<file path="config.mk">
export PLATFORM = sky130hd
export DESIGN_NAME = button_level_event_packetizer
export DESIGN_NICKNAME = d
export VERILOG_FILES = /design/src/rtl/core/blep_pkg.sv /design/src/rtl/core/blep_cfg.sv /design/src/rtl/core/blep_eval.sv /design/src/rtl/core/blep_ser.sv /design/src/rtl/core/button_level_event_packetizer.sv
export SDC_FILE = /design/constraint.sdc
export NUM_CORES = 1
export LEC_CHECK = 0
export ABC_CLOCK_PERIOD_IN_PS = 15700
export BUFFER_PORTS_ARGS = -buffer_cell sky130_fd_sc_hd__buf_2
export CAP_MARGIN = 20
export CORE_MARGIN = 1
export CORE_UTILIZATION = 45
export CTS_BUF_LIST = sky130_fd_sc_hd__clkbuf_16
export CTS_CLUSTER_SIZE = 14
export DETAILED_ROUTE_END_ITERATION = 16
export SYNTH_ARGS = -nofsm -noshare
export SYNTH_HDL_FRONTEND = slang
export SYNTH_HIERARCHICAL = 1
export SYNTH_SLANG_ARGS = --single-unit
export TNS_END_PERCENT = 30
</file>
<file path="constraint.sdc">
create_clock -name clk -period 15.7 [get_ports clk]
set_input_delay 4.71 -clock clk [delete_from_list [all_inputs] [get_ports clk]]
set_output_delay 4.71 -clock clk [all_outputs]
set_load 0.1 [all_outputs]
</file>
<file path="src/rtl/core/blep_pkg.sv">
// types, constants and helper functions for the button and level event packetizer
`default_nettype none

package blep_pkg;

  localparam int NUM_BUTTONS = 6;
  localparam int NUM_LEVELS  = 10;
  localparam int MAP_COUNT   = 6;

  localparam int PIN_W    = 5;
  localparam int MASK_W   = 4;
  localparam int TIME_W   = 32;
  localparam int SAMPLE_W = 12;
  localparam int DEB_W    = 16;
  localparam int STEP_W   = 12;
  localparam int BYTE_W   = 8;

  localparam int BTN_IDX_W = (NUM_BUTTONS > 1) ? $clog2(NUM_BUTTONS) : 1;
  localparam int LEVEL_W   = $clog2(NUM_LEVELS);
  localparam int THR_W     = STEP_W + LEVEL_W;

  localparam int CFG_IDX_W  = 1;
  localparam int CFG_DATA_W = DEB_W;

  localparam logic [CFG_IDX_W-1:0] REG_DEBOUNCE   = 1'b0;
  localparam logic [CFG_IDX_W-1:0] REG_LEVEL_STEP = 1'b1;

  localparam logic CMD_EDGE  = 1'b0;
  localparam logic CMD_LEVEL = 1'b1;

  localparam logic [MASK_W-1:0] FALL_MASK  = 4'h4;
  localparam logic [BYTE_W-1:0] END_MARK   = 8'hFF;
  localparam logic [BYTE_W-1:0] LEVEL_CODE = 8'd7;

  localparam logic [DEB_W-1:0]  DEBOUNCE_RESET = 16'd200;
  localparam logic [STEP_W-1:0] STEP_RESET     = 12'd400;

  localparam int PKT_BYTES = 4;
  localparam int CNT_W     = $clog2(PKT_BYTES);

  localparam logic [CNT_W-1:0] BYTE_CODE = 2'd0;
  localparam logic [CNT_W-1:0] BYTE_PAD  = 2'd1;
  localparam logic [CNT_W-1:0] BYTE_DATA = 2'd2;
  localparam logic [CNT_W-1:0] BYTE_END  = 2'd3;

  typedef logic [PIN_W-1:0] pin_map_t [MAP_COUNT];
  localparam pin_map_t BUTTON_PINS = '{5'd15, 5'd14, 5'd12, 5'd17, 5'd16, 5'd13};

  typedef struct packed {
    logic                command;
    logic [PIN_W-1:0]    pin;
    logic [MASK_W-1:0]   edge_events;
    logic [TIME_W-1:0]   time_ms;
    logic [SAMPLE_W-1:0] sample;
  } in_word_t;

  typedef struct packed {
    logic [BYTE_W-1:0] out_byte;
    logic              last_byte;
  } out_word_t;

  typedef struct packed {
    logic [BYTE_W-1:0] code;
    logic [BYTE_W-1:0] data;
  } pkt_t;

  typedef struct packed {
    logic                 hit;
    logic [BTN_IDX_W-1:0] idx;
  } btn_hit_t;

  typedef logic [NUM_LEVELS-2:0][THR_W-1:0] thr_table_t;

  // level k starts at k * step, zero step acts as one
  function automatic thr_table_t level_thresholds(input logic [STEP_W-1:0] step);
    thr_table_t        t;
    logic [STEP_W-1:0] s;
    s = (step == '0) ? STEP_W'(1) : step;
    for (int i = 0; i < NUM_LEVELS - 1; i++) begin
      t[i] = THR_W'(s) * THR_W'(i + 1);
    end
    return t;
  endfunction

  // first matching map entry wins
  function automatic btn_hit_t button_lookup(input logic [PIN_W-1:0] pin);
    btn_hit_t r;
    r = '0;
    for (int i = MAP_COUNT - 1; i >= 0; i--) begin
      if (BUTTON_PINS[i] == pin && i < NUM_BUTTONS) begin
        r.hit = 1'b1;
        r.idx = BTN_IDX_W'(i);
      end
    end
    return r;
  endfunction

endpackage

`default_nettype wire

</file>
<file path="src/rtl/core/blep_cfg.sv">
// configuration registers and precomputed level threshold table
`default_nettype none

module blep_cfg (
  input  wire logic                             clk,
  input  wire logic                             rst,
  input  wire logic                             cfg_we,
  input  wire logic [blep_pkg::CFG_IDX_W-1:0]   cfg_addr,
  input  wire logic [blep_pkg::CFG_DATA_W-1:0]  cfg_wdata,
  output logic      [blep_pkg::DEB_W-1:0]       debounce_ms,
  output blep_pkg::thr_table_t                  thresholds
);
  import blep_pkg::*;

  always_ff @(posedge clk) begin
    if (rst) begin
      debounce_ms <= DEBOUNCE_RESET;
      thresholds  <= level_thresholds(STEP_RESET);
    end else if (cfg_we) begin
      unique case (cfg_addr)
        REG_DEBOUNCE:   debounce_ms <= cfg_wdata[DEB_W-1:0];
        REG_LEVEL_STEP: thresholds  <= level_thresholds(cfg_wdata[STEP_W-1:0]);
        default: ;
      endcase
    end
  end

endmodule

`default_nettype wire

</file>
<file path="src/rtl/core/blep_eval.sv">
// input register, debounce and level state, and packet decision
`default_nettype none

module blep_eval (
  input  wire logic                        clk,
  input  wire logic                        rst,
  input  wire logic                        in_valid,
  output logic                             in_ready,
  input  wire blep_pkg::in_word_t          in_word,
  input  wire logic [blep_pkg::DEB_W-1:0]  debounce_ms,
  input  wire blep_pkg::thr_table_t        thresholds,
  output logic                             pkt_valid,
  output blep_pkg::pkt_t                   pkt,
  input  wire logic                        ser_ready
);
  import blep_pkg::*;

  in_word_t                             s1;
  logic                                 s1_valid;
  logic [NUM_BUTTONS-1:0][TIME_W-1:0]   last_time;
  logic [LEVEL_W-1:0]                   previous_level;

  btn_hit_t                             btn;
  logic [TIME_W-1:0]                    elapsed;
  logic                                 btn_pass;
  logic [NUM_LEVELS-2:0]                above;
  logic [LEVEL_W-1:0]                   level;
  logic                                 level_pass;
  logic                                 fire;

  always_comb begin
    btn      = button_lookup(s1.pin);
    elapsed  = s1.time_ms - last_time[btn.idx];
    btn_pass = (s1.command == CMD_EDGE) && (s1.edge_events == FALL_MASK) && btn.hit &&
               (elapsed > TIME_W'(debounce_ms));
    for (int i = 0; i < NUM_LEVELS - 1; i++) begin
      above[i] = THR_W'(s1.sample) >= thresholds[i];
    end
    level      = LEVEL_W'($countones(above));
    level_pass = (s1.command == CMD_LEVEL) && (level != previous_level);
  end

  always_comb begin
    pkt_valid = s1_valid && (btn_pass || level_pass);
    if (s1.command == CMD_LEVEL) begin
      pkt.code = LEVEL_CODE;
      pkt.data = BYTE_W'(level);
    end else begin
      pkt.code = BYTE_W'(btn.idx) + BYTE_W'(1);
      pkt.data = '0;
    end
    fire     = pkt_valid && ser_ready;
    in_ready = !pkt_valid || ser_ready;
  end

  always_ff @(posedge clk) begin
    if (rst) begin
      s1_valid       <= 1'b0;
      last_time      <= '0;
      previous_level <= '0;
    end else begin
      if (in_ready) begin
        s1_valid <= in_valid;
      end
      if (fire && btn_pass) begin
        last_time[btn.idx] <= s1.time_ms;
      end
      if (fire && level_pass) begin
        previous_level <= level;
      end
    end
  end

  always_ff @(posedge clk) begin
    if (in_valid && in_ready) begin
      s1 <= in_word;
    end
  end

  a_stamp: assert property (@(posedge clk) disable iff (rst)
    fire && btn_pass |=> last_time[$past(btn.idx)] == $past(s1.time_ms))
    else $error("button time not stamped");

  a_level: assert property (@(posedge clk) disable iff (rst)
    fire && level_pass |=> previous_level == $past(level))
    else $error("level not remembered");

  a_hold: assert property (@(posedge clk) disable iff (rst)
    s1_valid && !in_ready |=> s1_valid && $stable(s1))
    else $error("stalled word lost");

endmodule

`default_nettype wire

</file>
<file path="src/rtl/core/blep_ser.sv">
// packet buffer and four-word serializer
`default_nettype none

module blep_ser (
  input  wire logic               clk,
  input  wire logic               rst,
  input  wire logic               pkt_valid,
  input  wire blep_pkg::pkt_t     pkt,
  output logic                    ser_ready,
  output logic                    out_valid,
  input  wire logic               out_ready,
  output blep_pkg::out_word_t     out_word
);
  import blep_pkg::*;

  logic              busy;
  logic [CNT_W-1:0]  cnt;
  logic [BYTE_W-1:0] code;
  logic [BYTE_W-1:0] data;
  logic              last;

  assign last      = (cnt == BYTE_END);
  assign ser_ready = !busy || (out_ready && last);
  assign out_valid = busy;

  always_comb begin
    out_word.last_byte = last;
    unique case (cnt)
      BYTE_CODE: out_word.out_byte = code;
      BYTE_PAD:  out_word.out_byte = '0;
      BYTE_DATA: out_word.out_byte = data;
      BYTE_END:  out_word.out_byte = END_MARK;
      default:   out_word.out_byte = END_MARK;
    endcase
  end

  always_ff @(posedge clk) begin
    if (rst) begin
      busy <= 1'b0;
      cnt  <= '0;
    end else if (pkt_valid && ser_ready) begin
      busy <= 1'b1;
      cnt  <= BYTE_CODE;
    end else if (busy && out_ready) begin
      cnt <= cnt + CNT_W'(1);
      if (last) begin
        busy <= 1'b0;
      end
    end
  end

  always_ff @(posedge clk) begin
    if (pkt_valid && ser_ready) begin
      code <= pkt.code;
      data <= pkt.data;
    end
  end

  a_start: assert property (@(posedge clk) disable iff (rst)
    $rose(busy) |-> cnt == BYTE_CODE)
    else $error("packet does not start at first word");

  a_stall: assert property (@(posedge clk) disable iff (rst)
    busy && !out_ready |=> busy && $stable(cnt) && $stable(code) && $stable(data))
    else $error("word changed while stalled");

  a_step: assert property (@(posedge clk) disable iff (rst)
    busy && out_ready && !last |=> busy && cnt == $past(cnt) + CNT_W'(1))
    else $error("word counter skipped");

endmodule

`default_nettype wire

</file>
<file path="src/rtl/core/button_level_event_packetizer.sv">
// top level of the button and level event packetizer
`default_nettype none

// Takes button edge words and level sample words and sends four-word report
// packets. An input word is registered, then evaluated combinationally (debounce
// check against the per-button last press time, or quantization by compare
// against a threshold table built at reset and when level_step is written), and
// a passing word loads a packet buffer that sends code, 0, data, 0xFF. A word
// that gives no packet does not hold the input, and the next input word is taken
// while the current packet drains, so when every word reports, the sustained
// rate is set by the output, one word per cycle while out_ready is high.
// Configuration takes effect on the next cycle.

module button_level_event_packetizer (
  input  wire logic                             clk,
  input  wire logic                             rst,
  input  wire logic                             in_valid,
  output logic                                  in_ready,
  input  wire blep_pkg::in_word_t               in_word,
  output logic                                  out_valid,
  input  wire logic                             out_ready,
  output blep_pkg::out_word_t                   out_word,
  input  wire logic                             cfg_we,
  input  wire logic [blep_pkg::CFG_IDX_W-1:0]   cfg_addr,
  input  wire logic [blep_pkg::CFG_DATA_W-1:0]  cfg_wdata
);
  import blep_pkg::*;

  logic [DEB_W-1:0] debounce_ms;
  thr_table_t       thresholds;
  logic             pkt_valid;
  pkt_t             pkt;
  logic             ser_ready;

  blep_cfg u_cfg (
    .clk         (clk),
    .rst         (rst),
    .cfg_we      (cfg_we),
    .cfg_addr    (cfg_addr),
    .cfg_wdata   (cfg_wdata),
    .debounce_ms (debounce_ms),
    .thresholds  (thresholds)
  );

  blep_eval u_eval (
    .clk         (clk),
    .rst         (rst),
    .in_valid    (in_valid),
    .in_ready    (in_ready),
    .in_word     (in_word),
    .debounce_ms (debounce_ms),
    .thresholds  (thresholds),
    .pkt_valid   (pkt_valid),
    .pkt         (pkt),
    .ser_ready   (ser_ready)
  );

  blep_ser u_ser (
    .clk       (clk),
    .rst       (rst),
    .pkt_valid (pkt_valid),
    .pkt       (pkt),
    .ser_ready (ser_ready),
    .out_valid (out_valid),
    .out_ready (out_ready),
    .out_word  (out_word)
  );

endmodule

`default_nettype wire

</file>
; ---- After elaboration in Yosys (flattened, before gate mapping)
; Cells that the tools add are included.
[op_classes]
eq_ne = 11
bitwise_logic = 2
addsub = 11
order_cmp = 12
n_mul = 5
mux = 16
reduce_logical = 25
[op_table]
columns = op, count
row1 = bitwise mux 192 bit, 1
row2 = binary-select mux 32 bit (select 3 bit), 1
row3 = demux 32 bit (select 3 bit), 1
row4 = 2-to-1 mux 32 bit, 2
row5 = greater-or-equal comparator 12 x 15 -> 1 bit, 4
row6 = greater-than comparator 32 x 16 -> 1 bit, 1
row7 = one-hot mux 8 bit (4 select lines), 1
row8 = subtractor 32 bit, 1
row9 = "multiplier 12 x 3 -> 15 bit, second input constant", 2
row10 = greater-or-equal comparator 12 x 14 -> 1 bit, 2
row11 = "multiplier 12 x 2 -> 14 bit, second input constant", 2
row12 = 2-to-1 mux 4 bit, 6
row13 = "equality test 4 x 5 -> 1 bit, first input constant", 4
row14 = greater-or-equal comparator 12 x 16 -> 1 bit, 1
row15 = "multiplier 12 x 4 -> 16 bit, second input constant", 1
row16 = greater-or-equal comparator 12 x 13 -> 1 bit, 1
row17 = adder 4 bit, 3
row18 = greater-or-equal comparator 12 bit, 1
row19 = logical AND 1 bit, 12
row20 = zero test 12 bit, 1
row21 = 2-to-1 mux 12 bit, 1
row22 = "equality test 5 bit, first input constant", 2
row23 = adder 1 x 1 -> 2 bit, 4
row24 = AND reduction 2 bit, 3
row25 = other kinds (16), 24
[totals]
input_bits = 76
ff_bits = 372
output_inout_bits = 11
wordCells = 107

; ---- Depth between registers and ports, before layout
; Gate-level depths: netlist (run 1).
[logic_depth]
word_depth = 17
depth_mapped = 30
depth_no_buf = 29

; ---- Hierarchy
; The synthesis (run 1) kept the hierarchy.
[by_module_without_submodules]
columns = module, seq_area_each_um2, cells_each, area_each_um2, instances
row1 = blep_eval, 5565.3, 1636, 15336.0, 1
row2 = blep_cfg, 1601.5, 750, 6069.6, 1
row3 = blep_ser, 540.5, 62, 804.5, 1

; ---- Worst setup path after synthesis (run 1)
; OpenSTA, ideal clock, no wires.
[synth_path]
kind = register -> output
startpoint = register u_eval/s1[0] (netlist name)
endpoint = output port in_ready
slack_ns = 5.021
path_stages_with_launch = 25
arrival_ns = 5.969
n_path_buf = 0
required_time_ns = 10.990
path_cell_list = edfxtp_1 > inv_1 > ha_1 > nand2b_1 > a21o_1 > a21o_1 > a21o_1 > a21o_1 > a21o_1 > a21o_1 > a21oi_1 > o21ai_0 > o211ai_1 > fa_1 > inv_1 > fa_1 > fa_1 > inv_1 > fa_1 > fa_1 > xnor2_1 > xnor2_1 > a41oi_1 > a21oi_1 > or3_1
[synth_via]
elab_chain_cells = 11
word_cells_on_any_way = 23
cone_classes = add/sub: 8 / order compare: 9 / eq/ne: 1 / reduce/logical: 5
[synth_lines]
columns = element, line
row1 = "start, declared", blep_eval.sv:18  ; in_word_t s1;
row2 = "start signal, assigned", blep_eval.sv:76  ; s1 <= in_word;
row3 = greater-or-equal comparator 12 x 15 -> 1 bit (tied with other cells), blep_eval.sv:37  ; above[i] = THR_W'(s1.sample) >= thresholds[i];
row4 = adder 1 x 1 -> 2 bit (not written as such), blep_eval.sv:39  ; level = LEVEL_W'($countones(above));
row5 = adder 4 bit (not written as such) (2 in series), blep_eval.sv:39
row6 = adder 4 x 1 -> 4 bit (not written as such) *, blep_eval.sv:39
row7 = != test 4 bit *, blep_eval.sv:40  ; level_pass = (s1.command == CMD_LEVEL) && (level != previous_level);
row8 = logical AND 1 bit *, blep_eval.sv:40
row9 = logical OR 1 bit *, blep_eval.sv:44  ; pkt_valid = s1_valid && (btn_pass || level_pass);
row10 = logical AND 1 bit *, blep_eval.sv:44
row11 = zero test 1 bit *, blep_eval.sv:53  ; in_ready = !pkt_valid || ser_ready;
row12 = logical OR 1 bit *, blep_eval.sv:53
row13 = "end, declared", button_level_event_packetizer.sv:18  ; output logic in_ready,
; Mark *: on every way between the ends. The rest lies on a longest branch, timed or not.

; ---- Final worst setup path (run 1)
[layout_path]
startpoint = register u_eval/s1[49] (netlist name)
endpoint = output port in_ready
[layout_via]
elab_chain_cells = 16
word_cells_on_any_way = 22
cone_classes = add/sub: 1 / order compare: 1 / eq/ne: 6 / mux: 8 / reduce/logical: 6
[layout_lines]
columns = element, line
row1 = equality test 4 x 5 -> 1 bit, blep_pkg.sv:90  ; if (BUTTON_PINS[i] == pin && i < NUM_BUTTONS) begin
row2 = 2-to-1 mux 4 bit (5 in series), blep_pkg.sv:90
row3 = 2-to-1 mux 4 bit *, blep_pkg.sv:90
row4 = binary-select mux 32 bit (select 3 bit), blep_eval.sv:33  ; elapsed = s1.time_ms - last_time[btn.idx];
row5 = 2-to-1 mux 32 bit (not written as such), blep_eval.sv:33
row6 = subtractor 32 bit, blep_eval.sv:33
row7 = greater-than comparator 32 x 16 -> 1 bit, blep_eval.sv:35  ; (elapsed > TIME_W'(debounce_ms));
row8 = logical AND 1 bit *, blep_eval.sv:34  ; btn_pass = (s1.command == CMD_EDGE) && (s1.edge_events == FALL_MASK) && btn.hit &&
row9 = logical OR 1 bit *, blep_eval.sv:44
row10 = logical AND 1 bit *, blep_eval.sv:44
row11 = zero test 1 bit *, blep_eval.sv:53
row12 = logical OR 1 bit *, blep_eval.sv:53
; Mark *: on every way between the ends. The rest lies on a longest branch, timed or not. The select of a mux whose other input is x is not followed.

==> results of run 1 <==
metal layers:
layer / GRT usage / vias up / wire length (um)
met4: 0.0707 / 0 / 1140
met3: 0.0306 / 82 / 3930
met2: 0.348 / 553 / 24700
met5: 0 / - / 0
li1: - / 8578 / -
met1: 0.340 / 8290 / 28000
final timing paths:
| kind | from | end | slack (ns) |
|---|---|---|---|
| max | u_eval/s1[49] | in_ready | 3.72 |
| min | u_cfg/debounce_ms[10] | u_cfg/debounce_ms[10] | 0.45 |
| min reg2reg | u_cfg/debounce_ms[10] | u_cfg/debounce_ms[10] | 0.45 |
| max reg2reg | u_eval/s1[49] | u_eval/s1[15] | 8.31 |
cells in the final DEF (no fill, tap or decap), drive strengths merged, types with 14 or more instances in the layout:
| master | instances |
|---|---|
| clkinv | 15 |
| nor3 | 34 |
| fa | 18 |
| a222oi | 50 |
| conb | 31 |
| clkbuf | 43 |
| o21ai | 86 |
| nor2b | 14 |
| nor4 | 18 |
| nand2 | 373 |
| ha | 225 |
| o211ai | 30 |
| nand3 | 43 |
| edfxtp | 70 |
| inv | 200 |
| and2 | 35 |
| nand4 | 20 |
| o21a | 21 |
| nor2 | 92 |
| mux2i | 201 |
| a21o | 74 |
| a211oi | 36 |
| nand2b | 22 |
| xnor2 | 23 |
| dfxtp | 280 |
| xor2 | 20 |
| buf | 105 |
| a21oi | 132 |
cell usage after synthesis (all sizes together) (8+ instances only):
master	instances	area, sq um
nand2	373	1400
ha	225	2820
o21bai	8	60.1
a222oi	50	500
o211ai	30	230
xor2	20	175
a31oi	12	75.1
nand4	20	171
dfxtp	280	5610
buf	131	1020
a21oi	132	683
or3	10	62.6
inv	183	687
clkbuf	70	264
nor2b	14	87.6
fa	18	360
a211oi	36	280
edfxtp	70	2100
nor4	18	134
nand3	43	215
a21o	74	556
nor2	92	353
o311ai	9	78.8
o21ai	86	430
o21a	21	165
o31ai	10	88.8
o22ai	11	68.8
nand2b	22	138
mux2i	201	2010
and2	35	223
nor3	34	170
xnor2	23	209
state kept, by name (all words and copies together) (netlist names):
| signal | count |
|---|---|
| u_eval/last_time | 192 |
| u_ser/code | 8 |
| u_cfg/debounce_ms | 16 |
| u_eval/previous_level | 4 |
| u_eval/s1_valid | 1 |
| u_ser/data | 8 |
| u_eval/s1 | 54 |
| u_ser/out_valid | 1 |
| u_cfg/thresholds | 64 |
| u_ser/cnt | 2 |
cell type report:
| cell class | count | area (sq um) |
|---|---|---|
| fill | 4665 | 25000 |
| timing repair buffer | 105 | 573 |
| tap | 664 | 831 |
| multi-input combinational | 1741 | 12600 |
| inverter | 184 | 696 |
| antenna | 1 | 2.50 |
| clock inverter | 35 | 285 |
| sequential | 350 | 7710 |
| clock buffer | 43 | 1080 |
through the flow:
stage | setup slack [ns] | hold slack (ns)
global placement | 4.47 | 0.441
finish | 3.72 | 0.455
global route | 3.22 | 0.473
detailed placement | 4.41 | 0.448
CTS | 3.77 | 0.457
floorplan | 5.02 | 0.432
where the power goes:
part / leakage (nW) / switching [W] / internal [W]
registers: 2.94 / 0.0000267 / 0.000949
clock network: 0.720 / 0.000397 / 0.000566
logic: 7.27 / 0.000257 / 0.000151
total: 10.9 / 0.000681 / 0.00167
worst max-delay path: cells and delay by family, from the launching register on:
family          cells  cell delay [ns]
flops               1             0.54
simple gates       12             2.23
xor+xnor            1             0.17
fa+ha+maj           2             0.63
buf+inv             2             0.82
compound gates     10             2.16
mux                 1             0.17
cell families after synthesis:
| group | after synthesis | share of synthesized area |
|---|---|---|
| AND/OR/NAND/NOR | 695 | 0.146 |
| AO/OA/AOI/OAI | 527 | 0.166 |
| buffers and inverters | 386 | 0.0892 |
| flip-flops | 350 | 0.347 |
| adder cells (fa/ha/maj) | 243 | 0.143 |
| multiplexers | 202 | 0.0911 |
| XOR/XNOR | 43 | 0.0173 |
| other | 2 | 0.000338 |
==> run summary, run 1 <==
CP required -> 10.99 ns
# port buffers -> 86
full die area -> 50200 sq um
final wirelength -> 57800 um
starting density of the core -> 0.455
Fin. Hold Viols -> 0
drt drc -> 0
Final Skew -> 0.0282 ns
post-CTS setup buffer count -> 0
gr usage total -> 0.231
antenna violations before repair -> 1
Placer Congestion -> 0.892
outcome -> finished, final reports clean
leakage -> 10.9 nW
ys async rst share -> 0
Final setup viols -> 0
FF-to-FF path depth -> 28
syn_area_per_cell -> 9.07 sq um
io pins -> 87
Final Cycle Share -> 0.763
post-synth cell types -> 98
CTS Root Cell -> clkbuf_16
share of layout cells above drive strength 1 -> 0.0879
Worst setup EP type -> output port
grt ovf -> 0
Pwr Density -> 98.5 nW/um^2
max incr delay on CP -> 0.54 ns
DP Wirelength -> 40300 um
Crit Path Max Fanout -> 28
CTS Buf Count -> 42
PnR Total Power -> 0.00235 W
CP max stage cell -> edfxtp_1
Final Cell Area -> 23800 sq um
Primary FF master, synth -> dfxtp_1
fin. max-slew vios -> 0
vias per inst -> 5.60
clock net sink count -> 350
Slew @ Worst Pin -> 1.11 ns
DRT iter0 DRCs -> 1482
final net count -> 2743
clock-pin slew on the worst setup and hold paths -> 0.06 ns
routed via count -> 17500
Worst Hold Class -> register to register
vias in the first global route -> 17200
Max Buffers Root-to-Sink -> 3
FMAX -> 0.0835 GHz
final std cells w/o fill -> 3123
CTS tree -> yes
WS Path Type -> register to output port
largest net degree at the start of global routing -> 125
die height -> 224 um
Area Growth Syn to Fin -> 7.25%
htree depth -> 2
Post-DP Area -> 22500 sq um
die width -> 224 um
global-route wire length before repair -> 92600 um
Ys Warns -> 6
mapped cell area -> 22200 sq um
Worst Path Arrival -> 7.27 ns
Synth Register Bits -> 350
Peak VDD IR -> 0.0000667 V
total core area -> 48800 sq um
DR pass1 iterations -> 6
cts hold-fix bufs -> 0
Max Cap Viol -> 0
clock period minus final worst setup slack -> 11.98 ns
# rows -> 81
fin util -> 0.488
number of flops mapped to enable cells by yosys -> 70
wire per inst -> 18.5 um
Cells after DPL -> 3044
Startpoint Class -> register
Post-DRT Antenna Nets -> 0
Gate Count Post-Synth -> 2448
clock latency on the worst-skew pair -> 0.57 ns
RSZ-0062 raised after global routing -> false
hold path cells -> 2
setup_tns -> 0 ns
sequential fraction of the synthesis area -> 0.347
slew margin rel. -> 0.257
cells resized by post-CTS repair -> 0
Power figures use the tool's default switching activity.
==> inputs of run 2 (changes only) <==
ABC_CLOCK_PERIOD_IN_PS = 12100   (was 15700)
clock period = 12.1 ns   (was 15.7 ns; I/O delays follow)
==> run 2 against run 1 <==
Effect of this change:
- via count is 0.48% higher
- global-route usage is 0.25 points higher
- clock skew is 0.0066 ns lower
- register-to-register slack worse by 3.4 ns
- non-clock buffer count stayed put
- critical path type unchanged
- critical endpoint unchanged
==> run summary, run 2 (same netlist as run 1, synthesis figures left out) <==
outcome -> finished, final reports clean
clock latency on the worst-skew pair -> 0.58 ns
Worst Path Arrival -> 7.10 ns
Final setup viols -> 0
Startpoint Class -> register
htree depth -> 2
Max Cap Viol -> 0
DP Wirelength -> 41200 um
# rows -> 81
most frequent cells in the layout -> 372 x nand2_1, 280 x dfxtp_1, 225 x ha_1, 201 x mux2i_1, 190 x inv_1
Worst setup EP type -> output port
switching power -> 0.000877 W
DRT iter0 DRCs -> 1484
final net count -> 2742
Crit Path Max Fanout -> 11
vias in the first global route -> 17000
setup_tns -> 0 ns
CP Depth -> 27
Placer Congestion -> 0.923
Worst Hold Class -> register to register
Post-DRT Antenna Nets -> 0
CP required -> 8.47 ns
starting density of the core -> 0.455
fin. max-slew vios -> 0
gr usage total -> 0.233
Slew @ Worst Pin -> 1.10 ns
setup slack, reg-to-reg -> 4.88 ns
FMAX -> 0.0932 GHz
Buf+Inv Stages, Crit Path -> 1
switching part of the total -> 0.288
FF-to-FF Start -> u_eval/s1[51]
Logic pwr share -> 0.174
die height -> 224 um
final wirelength -> 58500 um
Flop pwr share -> 0.416
Largest regs -> u_eval/last_time x192, u_cfg/thresholds x64, u_eval/s1 x54
clock power share -> 0.410
CP max stage cell -> nor2_1
slew margin rel. -> 0.265
max reg flops -> 192
Pwr Density -> 128 nW/um^2
full die area -> 50200 sq um
clock-pin slew on the worst setup and hold paths -> 0.06 ns
post-CTS setup buffer count -> 0
io pins -> 87
cells resized by post-CTS repair -> 0
Critical Path End -> in_ready
routed via count -> 17600
most common cell after layout, fill and taps aside -> nand2_1
FF-to-FF path depth -> 27
global-route wire length before repair -> 93400 um
DR pass1 iterations -> 8
vias per inst -> 5.64
CTS tree -> yes
die width -> 224 um
Max Buffers Root-to-Sink -> 3
CTS Buf Count -> 41
Fin. Hold Viols -> 0
max incr delay on CP -> 0.51 ns
clock period minus final worst setup slack -> 10.73 ns
Final Cycle Share -> 0.887
share of layout cells above drive strength 1 -> 0.0876
delay-heaviest family, CP -> compound AO/OA/AOI/OAI gates
drt drc -> 0
worst reg2reg endpoint -> u_eval/s1[12]
antenna violations before repair -> 4
Peak VDD IR -> 0.0000867 V
crit-path most repeated cell -> a21oi_1
RSZ-0062 raised after global routing -> false
# port buffers -> 86
grt ovf -> 0
wire per inst -> 18.8 um
total core area -> 48800 sq um
clock net sink count -> 350
Reg with most FFs -> u_eval/last_time
leakage -> 10.9 nW
Internal -> 0.00217 W
largest net degree at the start of global routing -> 125
fin util -> 0.487
WS Path Type -> register to output port
CP startpoint -> u_eval/s1[51]
cts hold-fix bufs -> 0
CTS Root Cell -> clkbuf_16
Area Growth Syn to Fin -> 7.18%
Final Skew -> 0.0215 ns
==> run 2: final cells by class <==
type / count / area [sq um]
repair buffers: 105 / 573
fillers: 4671 / 25000
flip-flops and latches: 350 / 7710
diodes: 1 / 2.50
well taps: 664 / 831
multi-input cells: 1741 / 12600
clock buffers: 42 / 1050
clock inverters: 33 / 295
inverters: 184 / 696
==> run 2: stage by stage <==
stage	instances	total power, W	worst slack (ns)	hold WS (ns)	instance area [sq um]
final	3120	0.00304	1.37	0.456	23800
after floorplan	2477	0.00169	2.50	0.432	22300
after global routing	3119	0.00319	0.907	0.472	23800
after detailed placement	3044	0.00181	2.01	0.449	22500
after global placement	3044	0.00180	2.20	0.439	22500
after CTS	3119	0.00307	1.39	0.458	23800
==> run 2: tightest hold or removal path, delay by kind of cell (launching register included) <==
kind / cells / cell delay, ns
flip-flops: 1 / 0.31
AND/OR/NAND/NOR: 1 / 0.05
multiplexers: 1 / 0.05
==> run 2: power groups by stage <==
stage	logic (W)	registers, W	clock network (W)
2_1_floorplan	0.000416	0.00128	0
3_3_place_gp	0.000513	0.00129	0
3_5_place_dp	0.000524	0.00129	0
4_1_cts	0.000527	0.00127	0.00128
5_1_grt	0.000594	0.00127	0.00133
6_report	0.000530	0.00127	0.00125
==> run 2: worst min path at each step <==
stage                                startpoint                    end  slack, ns  depth (start not counted)
after floorplan           u_cfg/thresholds[135]  u_cfg/thresholds[135]       0.43                          2
after global routing      u_eval/last_time[115]  u_eval/last_time[115]       0.47                          2
after detailed placement   u_cfg/thresholds[66]   u_cfg/thresholds[66]       0.45                          2
final                     u_eval/last_time[109]  u_eval/last_time[109]       0.46                          2
after global placement    u_cfg/thresholds[135]  u_cfg/thresholds[135]       0.44                          2
after CTS                  u_cfg/thresholds[66]   u_cfg/thresholds[66]       0.46                          2
==> run 2: metal layers <==
layer / wire length, um / vias up / track usage
li1: - / 8568 / -
met1: 28600 / 8407 / 0.345
met2: 25100 / 538 / 0.354
met3: 3760 / 74 / 0.0350
met4: 977 / 0 / 0.0550
met5: 0 / - / 0
